### src/design/swpq_pkg.sv
// Shared types and constants for the sorted weight priority queue.
package swpq_pkg;

    localparam int WEIGHT_W = 32;
    localparam int SYMBOL_W = 8;
    localparam int TAG_W    = 16;
    localparam int ECOUNT_W = 7;
    localparam int OP_W     = 2;

    localparam int S_TDATA_W = 56;
    localparam int M_TDATA_W = 72;
    localparam int M_TUSER_W = 1;

    typedef enum logic [OP_W-1:0] {
        OP_APPEND = 2'd0,
        OP_INSERT = 2'd1,
        OP_POP    = 2'd2,
        OP_REMOVE = 2'd3
    } op_t;

    typedef enum logic [1:0] {
        ST_IDLE,
        ST_SCAN,
        ST_APPLY
    } state_t;

    typedef struct packed {
        logic capture;
        logic scan;
        logic commit;
    } ctrl_cmd_t;

endpackage

### src/design/swpq_controller.sv
// Sequencer for the queue: capture, scan and apply steps plus output valid.
module swpq_controller (
    input  logic                 aclk,
    input  logic                 aresetn,
    input  logic                 s_tvalid,
    output logic                 s_tready,
    output logic                 m_tvalid,
    input  logic                 m_tready,
    output swpq_pkg::ctrl_cmd_t  cmd
);

    swpq_pkg::state_t state_reg, state_next;
    logic             out_valid_reg, out_valid_next;

    always_ff @(posedge aclk) begin
        if (!aresetn) begin
            state_reg     <= swpq_pkg::ST_IDLE;
            out_valid_reg <= 1'b0;
        end else begin
            state_reg     <= state_next;
            out_valid_reg <= out_valid_next;
        end
    end

    always_comb begin
        state_next  = state_reg;
        s_tready    = 1'b0;
        cmd.capture = 1'b0;
        cmd.scan    = 1'b0;
        cmd.commit  = 1'b0;
        case (state_reg)
            swpq_pkg::ST_IDLE: begin
                s_tready    = 1'b1;
                cmd.capture = s_tvalid;
                if (s_tvalid) begin
                    state_next = swpq_pkg::ST_SCAN;
                end
            end
            swpq_pkg::ST_SCAN: begin
                cmd.scan   = 1'b1;
                state_next = swpq_pkg::ST_APPLY;
            end
            swpq_pkg::ST_APPLY: begin
                // hold until the output register is free
                cmd.commit = !out_valid_reg || m_tready;
                if (cmd.commit) begin
                    state_next = swpq_pkg::ST_IDLE;
                end
            end
            default: begin
                state_next = swpq_pkg::ST_IDLE;
            end
        endcase

        if (cmd.commit) begin
            out_valid_next = 1'b1;
        end else if (m_tready) begin
            out_valid_next = 1'b0;
        end else begin
            out_valid_next = out_valid_reg;
        end
    end

    assign m_tvalid = out_valid_reg;

endmodule

### config.mk
export PLATFORM = sky130hd
export DESIGN_NAME = swpq_controller
export DESIGN_NICKNAME = d
export VERILOG_FILES = /design/src/design/swpq_pkg.sv /design/src/design/swpq_controller.sv
export SDC_FILE = /design/constraint.sdc
export NUM_CORES = 1
export LEC_CHECK = 0
export BUFFER_PORTS_ARGS = -buffer_cell sky130_fd_sc_hd__buf_2
export CORE_AREA = 4 4 41 43
export CTS_BUF_LIST = sky130_fd_sc_hd__clkbuf_8
export DETAILED_ROUTE_END_ITERATION = 8
export DIE_AREA = 0 0 45 47
export GPL_TIMING_DRIVEN = 0
export PLACE_DENSITY_LB_ADDON = 0.2
export SYNTH_ARGS = -nofsm -noshare
export SYNTH_HDL_FRONTEND = slang
export SYNTH_SLANG_ARGS = --single-unit
### constraint.sdc
create_clock -name aclk -period 1.35 [get_ports aclk]
set_input_delay 0.27 -clock aclk [delete_from_list [all_inputs] [get_ports aclk]]
set_output_delay 0.27 -clock aclk [all_outputs]
set_load 0.01 [all_outputs]
==> results.toml, run 1 <==
[worst_setup_path]
required_ps = 1080
cp_slowest_cell = "dfxtp_2"
end_kind = "primary output"
critPathLaunchType = "flop"
cp_max_fo = 5
crit_type = "reg2out"
crit_buf_inv = 2
slowest_delay_ps = 330
path_cells = "nand2b_4 -> nor2b_1 -> buf_4 -> buf_2"
critical-path-top-delay-family = "flip-flops"
arrival_ps = 1000

[finish]
largest_reg_flops = 2
final_cell_mix = "buf_2 (8), clkbuf_8 (3), dfxtp_2 (2)"
antenna_cells = 0
mostFrequentLayoutCell = "buf_2"
area_growth_pct = 77.8
drive_above_1_share_pct = 65.4
multiInputGateArea_um2 = 86.3
fin_nets = 31
fillers = 156
seq_area_um2 = 62.6

[floorplan]
rows = 13
start_util_pct = 11.2
die_h_um = 47
io_pins = 9
die-area_mm2 = 0.00212
core_area_mm2 = 0.00130
die_x_um = 45

[cts]
clk_transition_reported_paths_ps = 30
clock_latency_ps = 210
cts_tree = "yes"
cts_setup_buffers = 0
root_buffer = "clkbuf_8"
cts.htree.levels = 1
cts_made_buffers = 3
clkSinkCount = 3
cts_buffer_depth = 2

[synth]
syn_nets = 18
syn_inst = 14
synth_seq_cells = 3
netlist_area_um2 = 146
yosysUniqueCellTypes = 11
avgSynthCellArea_um2 = 10.5
ys_seq_area_share_pct = 41.0
synth_top_area_share_pct = 41.0
synthTopCellsByArea = "dfxtp_1 (41%), and4bb_1 (8.5%), nand2b_1 (8.5%)"
ys.warnings.count = 0
yosysTopAreaCell = "dfxtp_1"

[timing]
fin_crit_ps = 1270
relSlewSlack_pct = 91.1
clock_skew_ps = 0.272
hold_viol = 0
tightestPinTransition_ps = 132
drv_slew = 0
rsz0062_at_grt = "no"
fmax_mhz = 790
tns_ps = 0
setup_viol = 0
fin_crit_sh_pct = 93.7
fin_ws_ps = 84.6

[power]
p_sw_share_pct = 19.4
cellPowerDensity_mw_per_mm2 = 1480
p_total_uw = 384
p_sw_uw = 74.6
combPwrFrac_pct = 9.4
p_int_uw = 309
ir_drop_v = 0.000539
p_leak_nw = 0.125
p_seq_share_pct = 25.9
clock_power_share_pct = 64.7

[placement]
gp_congestion = 0.651
port_buffers = 8
pre_cts_slack_ps = 200

[worst_hold_path]
hold_path.class = "in2reg"

[route]
vias = 134
postRouteAntennaNets = 0
drtIter0Drc = 1
wl_per_cell_um = 8.56
drt_pass1_iterations = 3
drt_wl_total_um = 351
via_per_inst = 3.27
drc = 0

[global_route]
grt_pass1_vias = 136
grt_antenna_before_repair = 0
overflow = 0
grtUsageTotal_pct = 4.34
grt_first_pass_wirelength_um = 565
grt_max_degree = 6

[run_status]
status = "finished clean"

[job]
drv_cap = 0
==> power groups by stage <==
stage	combinational, mW	sequential [mW]	clock [mW]
finish	0.0361	0.0994	0.248
global route	0.0399	0.100	0.269
CTS	0.0354	0.0979	0.259
detailed placement	0.0352	0.0992	0
global placement	0.0351	0.0990	0
floorplan	0.0198	0.0987	0
==> layer usage <==
metal  up-vias  global-route usage, %  share of wire, %
li1         70                      -                 -
met1        60                   2.94                34
met2         4                   6.78                63
met3         0                   2.30               3.1
met4         0                   7.02                 0
met5         -                      0                 0
==> cell usage after synthesis <==
cell type	number
nor3b_2	1
o21a_1	1
and2_1	1
nor2_1	1
and2b_4	1
a21boi_0	1
nand2b_1	2
and4bb_1	1
dfxtp_1	3
buf_4	1
nor2b_1	1
==> through the flow <==
step	hold slack, ps	util [%]	cell area [um2]	instances
2_1_floorplan	387	-	146	14
3_3_place_gp	499	15.8	205	37
3_5_place_dp	510	15.8	205	37
4_1_cts	288	19.2	250	41
5_1_grt	311	20.0	260	41
6_report	290	20.0	260	41
==> cell families after synthesis <==
kind of cell    count (synthesis)  synth area share, %
compound gates                  2                 10.3
flops                           3                 41.0
buf+inv                         1                 5.13
simple gates                    8                 43.6
==> worst paths after layout <==
kind,from,to,slack (ps),depth (start not counted)
worst max-delay path,state_reg[0]$_SDFFE_PN0P_,cmd[0],80,4
worst min-delay path,aresetn,state_reg[1]$_SDFFE_PN0P_,290,2
worst max register to register,state_reg[1]$_SDFFE_PN0P_,state_reg[1]$_SDFFE_PN0P_,500,2
worst min register to register,m_tvalid$_SDFFE_PN0P_,m_tvalid$_SDFFE_PN0P_,510,2
==> cell type report <==
| cell class | instances | area share [%] |
|---|---|---|
| Timing Repair Buffer | 8 | 15.4 |
| Sequential cell | 3 | 24.0 |
| Tap cell | 15 | 7.21 |
| Clock buffer | 3 | 15.9 |
| Buffer | 1 | 2.88 |
| Clock inverter | 1 | 1.44 |
| Multi-Input combinational cell | 10 | 33.2 |
==> timing repair <==
action | CTS | global route
endpoints found under the setup margin | 0 | 1
hold buffers | 0 | 0
gates resized for setup | 0 | 3
No activity file was read; power rests on OpenSTA's default activity.
==> run 2: changes to the inputs <==
--- a/config.mk
+++ b/config.mk
@@ -12,6 +12,8 @@
 export DIE_AREA = 0 0 45 47
 export GPL_TIMING_DRIVEN = 0
 export PLACE_DENSITY_LB_ADDON = 0.2
+export RECOVER_POWER = 50
+export SLEW_MARGIN = 40
 export SYNTH_ARGS = -nofsm -noshare
 export SYNTH_HDL_FRONTEND = slang
 export SYNTH_SLANG_ARGS = --single-unit
==> run 2 against run 1 <==
Sequential power shrank 0.4%. Critical path depth is the same. Clock skew is the same. Sequential share of layout area grew 0.59 points. Total power shrank 0.35%. Critical endpoint unchanged. Critical path type unchanged. Combinational power shrank 2%. Routed wire length grew 3.1%. Largest power group unchanged.
==> results.toml, run 2 (synthesis gave the netlist of run 1 again) <==
[finish]
final_cell_mix = "buf_2 (7), clkbuf_8 (3), dfxtp_2 (2)"
fin_util_pct = 19.5
largest_reg_flops = 2
design_area_um2 = 254
area_growth_pct = 73.5
mostFrequentLayoutCell = "buf_2"
antenna_cells = 0
fillers = 158
drive_above_1_share_pct = 57.7
fin_nets = 31

[timing]
setup_viol = 0
fin_crit_sh_pct = 93.3
tightestPinTransition_ps = 212
fin_crit_ps = 1260
tns_ps = 0
clock_skew_ps = 0.272
hold_viol = 0
relSlewSlack_pct = 85.8
rsz0062_at_grt = "no"
fmax_mhz = 794
drv_slew = 0

[worst_setup_path]
critPathLaunchType = "flop"
end_kind = "primary output"
slowest_delay_ps = 330
required_ps = 1080
cp_slowest_cell = "dfxtp_2"
crit_buf_inv = 2
crit_type = "reg2out"
cp_max_fo = 5
arrival_ps = 990
critical-path-top-delay-family = "flip-flops"
path_cells = "nand2b_4 -> nor2b_1 -> buf_4 -> buf_2"

[global_route]
grtUsageTotal_pct = 4.34
grt_first_pass_wirelength_um = 565
grt_pass1_vias = 136
grt_max_degree = 6
overflow = 0
grt_antenna_before_repair = 0

[placement]
dpl_cell_area_um2 = 205
port_buffers = 8
gp_congestion = 0.651

[cts]
cts_setup_buffers = 0
clkSinkCount = 3
root_buffer = "clkbuf_8"
clk_transition_reported_paths_ps = 30
cts.htree.levels = 1
clock_latency_ps = 210
hold_buffers = 0
cts_buffer_depth = 2
cts_tree = "yes"
cts_made_buffers = 3

[run_status]
status = "finished clean"

[power]
ir_drop_v = 0.000539
p_sw_share_pct = 19.4
cellPowerDensity_mw_per_mm2 = 1510
p_total_uw = 383
p_sw_uw = 74.2
clock_power_share_pct = 64.9
combPwrFrac_pct = 9.2
p_int_uw = 308
p_seq_share_pct = 25.9
p_leak_nw = 0.117

[route]
drt_wl_total_um = 362
drt_pass1_iterations = 2
vias = 136
postRouteAntennaNets = 0
via_per_inst = 3.32
wl_per_cell_um = 8.83
drc = 0
drtIter0Drc = 1

[worst_hold_path]
hold_path.class = "in2reg"

[job]
drv_cap = 0

[floorplan]
core_area_mm2 = 0.00130
start_util_pct = 11.2
die_x_um = 45
die-area_mm2 = 0.00212
io_pins = 9
rows = 13
die_h_um = 47
[run 2: cell count changes in the layout (fill, tap and decap cells not counted)]
cell | before | now
buf_2 | 8 | 7
clkbuf_1 | 0 | 1
nor3b_1 | 0 | 1
nor3b_2 | 1 | 0
[run 2: what timing repair did]
item | in CTS | in global routing
gates resized for setup | 0 | 3
endpoints found under the setup margin | 0 | 1
endpoints found under the hold margin | 0 | 0
[run 2: worst register-to-register path, cell delays in order, from the launching register on]
cell	delay [ps]
dfxtp_2	360
and2b_4	200
o21a_1	170
[run 2: worst paths after layout]
path / from / end / slack [ps] / depth (start not counted)
worst min-delay path: aresetn / state_reg[1]$_SDFFE_PN0P_ / 290 / 2
worst max-delay path: state_reg[0]$_SDFFE_PN0P_ / cmd[0] / 90 / 4
worst min register to register: m_tvalid$_SDFFE_PN0P_ / m_tvalid$_SDFFE_PN0P_ / 510 / 2
worst max register to register: state_reg[1]$_SDFFE_PN0P_ / state_reg[1]$_SDFFE_PN0P_ / 500 / 2
[run 2: layout make-up]
cell class / count / area (um2) / share of cell area (%)
clock buffers: 3 / 41.3 / 16.3
well taps: 15 / 18.8 / 7.39
flip-flops and latches: 3 / 62.6 / 24.6
multi-input cells: 10 / 81.3 / 32.0
plain buffers: 1 / 7.51 / 2.96
clock inverters: 1 / 3.75 / 1.48
repair buffers: 8 / 38.8 / 15.3
[run 2: per-layer routing]
metal / global-route usage, % / up-vias / routed length (um)
met5: 0 / - / 0
met4: 7.02 / 0 / 0
met3: 2.30 / 0 / 11
met2: 6.78 / 4 / 220
met1: 2.94 / 63 / 129
li1: - / 69 / -
[run 2: through the flow]
step / std cells / setup slack [ps] / hold slack, ps
floorplan: 14 / 394 / 387
global placement: 37 / 198 / 499
detailed placement: 37 / 200 / 510
CTS: 41 / 28.1 / 288
global route: 41 / 22.0 / 311
finish: 41 / 90.1 / 287
[run 2: power groups by stage]
stage	sequential (mW)	combinational, mW	clock (mW)
2_1_floorplan	0.0987	0.0198	0
3_3_place_gp	0.0990	0.0351	0
3_5_place_dp	0.0992	0.0352	0
4_1_cts	0.0979	0.0354	0.259
5_1_grt	0.0996	0.0392	0.269
6_report	0.0990	0.0352	0.248
==> run 3: changes to the inputs <==
--- a/config.mk
+++ b/config.mk
@@ -7,7 +7,7 @@
 export LEC_CHECK = 0
 export BUFFER_PORTS_ARGS = -buffer_cell sky130_fd_sc_hd__buf_2
 export CORE_AREA = 4 4 41 43
-export CTS_BUF_LIST = sky130_fd_sc_hd__clkbuf_8
+export CTS_BUF_LIST = sky130_fd_sc_hd__clkbuf_4 sky130_fd_sc_hd__clkbuf_8 sky130_fd_sc_hd__clkbuf_16
 export DETAILED_ROUTE_END_ITERATION = 8
 export DIE_AREA = 0 0 45 47
 export GPL_TIMING_DRIVEN = 0
==> run 3 against run 2 <==
Sequential share of layout area increased by 1.5 points. First-iteration DRC count decreased by 100%. Die area unchanged. Routed wire length decreased by 3.6%. Highest routed layer unchanged.
==> results.toml, run 3 (synthesis gave the netlist of run 1 again) <==
[worst_setup_path]
cp_max_fo = 5
rr_startpoint = "state_reg[1]$_SDFFE_PN0P_"
r2r_setup_slack_ps = 500
crit_type = "reg2out"
required_ps = 1080
critPathLaunchType = "flop"
arrival_ps = 1000
r2r_cells = 2
end_kind = "primary output"
reg2reg_to = "state_reg[1]$_SDFFE_PN0P_"

[global_route]
grt_antenna_before_repair = 0
overflow = 0
grtUsageTotal_pct = 4.18
grt_first_pass_wirelength_um = 545
grt_pass1_vias = 136
grt_max_degree = 6

[cts]
cts_resized = 0
cts_setup_buffers = 0
root_buffer = "clkbuf_4"
clk_transition_reported_paths_ps = 40
cts_tree = "yes"
clkSinkCount = 3
cts_made_buffers = 3
clock_latency_ps = 230
hold_buffers = 0
cts_buffer_depth = 2
cts.htree.levels = 1

[route]
wl_per_cell_um = 8.51
drtIter0Drc = 0
via_per_inst = 3.34
vias = 137
drt_pass1_iterations = 1
drc = 0
postRouteAntennaNets = 0
drt_wl_total_um = 349

[worst_hold_path]
min_path_cells = 2
hp-start = "aresetn"
hold_path.class = "in2reg"
hold_end = "state_reg[1]$_SDFFE_PN0P_"

[timing]
fin_crit_ps = 1270
rsz0062_at_grt = "no"
setup_viol = 0
hold_viol = 0
fin_crit_sh_pct = 94.3
clock_skew_ps = 1.89
drv_slew = 0
tightestPinTransition_ps = 209
fmax_mhz = 786
tns_ps = 0
relSlewSlack_pct = 86.0

[power]
ir_drop_v = 0.000393
cellPowerDensity_mw_per_mm2 = 1240
p_leak_nw = 0.114
p_total_uw = 310

[finish]
final_cell_mix = "buf_2 (7), clkbuf_4 (4)"
area_growth_pct = 70.1
largest_reg_flops = 2
fin_nets = 31
fin_cells = 41
antenna_cells = 0
mostFrequentLayoutCell = "buf_2"
fillers = 156
drive_above_1_share_pct = 65.4

[floorplan]
die_x_um = 45
io_pins = 9
start_util_pct = 11.2
core_area_mm2 = 0.00130
die-area_mm2 = 0.00212
rows = 13
die_h_um = 47

[placement]
gp_congestion = 0.651
port_buffers = 8
dp.cells = 37

[job]
drv_cap = 0

[run_status]
status = "finished clean"
[run 3: cell types whose count changed in the layout (fill, tap and decap cells not counted)]
cell | before | now
clkbuf_8 | 3 | 0
dfxtp_4 | 0 | 1
clkbuf_1 | 1 | 0
inv_1 | 1 | 0
buf_6 | 0 | 1
clkbuf_4 | 0 | 4
dfxtp_2 | 2 | 1
[run 3: per-stage QoR]
step / worst slack [ps] / instance area, um2 / hold WS, ps / util [%]
detailed placement: 200 / 205 / 510 / 15.8
floorplan: 394 / 146 / 387 / -
finish: 77.4 / 249 / 269 / 19.1
global route: 6.93 / 249 / 295 / 19.1
CTS: 6.64 / 235 / 267 / 18.1
global placement: 198 / 205 / 499 / 15.8
[run 3: how the worst max path moves through the flow]
stage / slack (ps) / cells after the start / from / end
2_1_floorplan: 390 / 3 / m_tvalid$_SDFFE_PN0P_ / cmd[0]
3_3_place_gp: 200 / 5 / m_tready / cmd[0]
3_5_place_dp: 200 / 5 / m_tready / cmd[0]
4_1_cts: 7 / 4 / state_reg[0]$_SDFFE_PN0P_ / cmd[0]
5_1_grt: 7 / 4 / state_reg[0]$_SDFFE_PN0P_ / cmd[0]
6_report: 80 / 4 / state_reg[0]$_SDFFE_PN0P_ / cmd[0]
[run 3: cell type report]
type | instances | area, um2 | area share [%]
flip-flops and latches | 3 | 65.1 | 26.1
repair buffers | 8 | 46.3 | 18.6
clock buffers | 4 | 30.0 | 12.1
well taps | 15 | 18.8 | 7.54
multi-input cells | 10 | 81.3 | 32.7
plain buffers | 1 | 7.51 | 3.02
[run 3: critical path, stage by stage (launching register included)]
cell and delay (ps):
dfxtp_4 340, nand2b_4 130, nor2b_1 100, buf_4 110, buf_6 90
[run 3: report_power, final]
part	leakage (nW)	total, mW	internal (mW)	switching [mW]
Clock	0.0184	0.175	0.131	0.0443
Sequential	0.0256	0.0978	0.0930	0.00473
Combinational	0.0703	0.0371	0.0226	0.0146
Total	0.114	0.310	0.246	0.0636
[run 3: routing by layer]
metal  wire [um]  GRT usage (%)  up-vias  part of all wire (%)
li1            -              -       71                     -
met1         125           2.49       64                    36
met2         217           6.78        2                    62
met3           6           2.30        0                   1.7
met4           0           7.02        0                     0
met5           0              0        -                     0
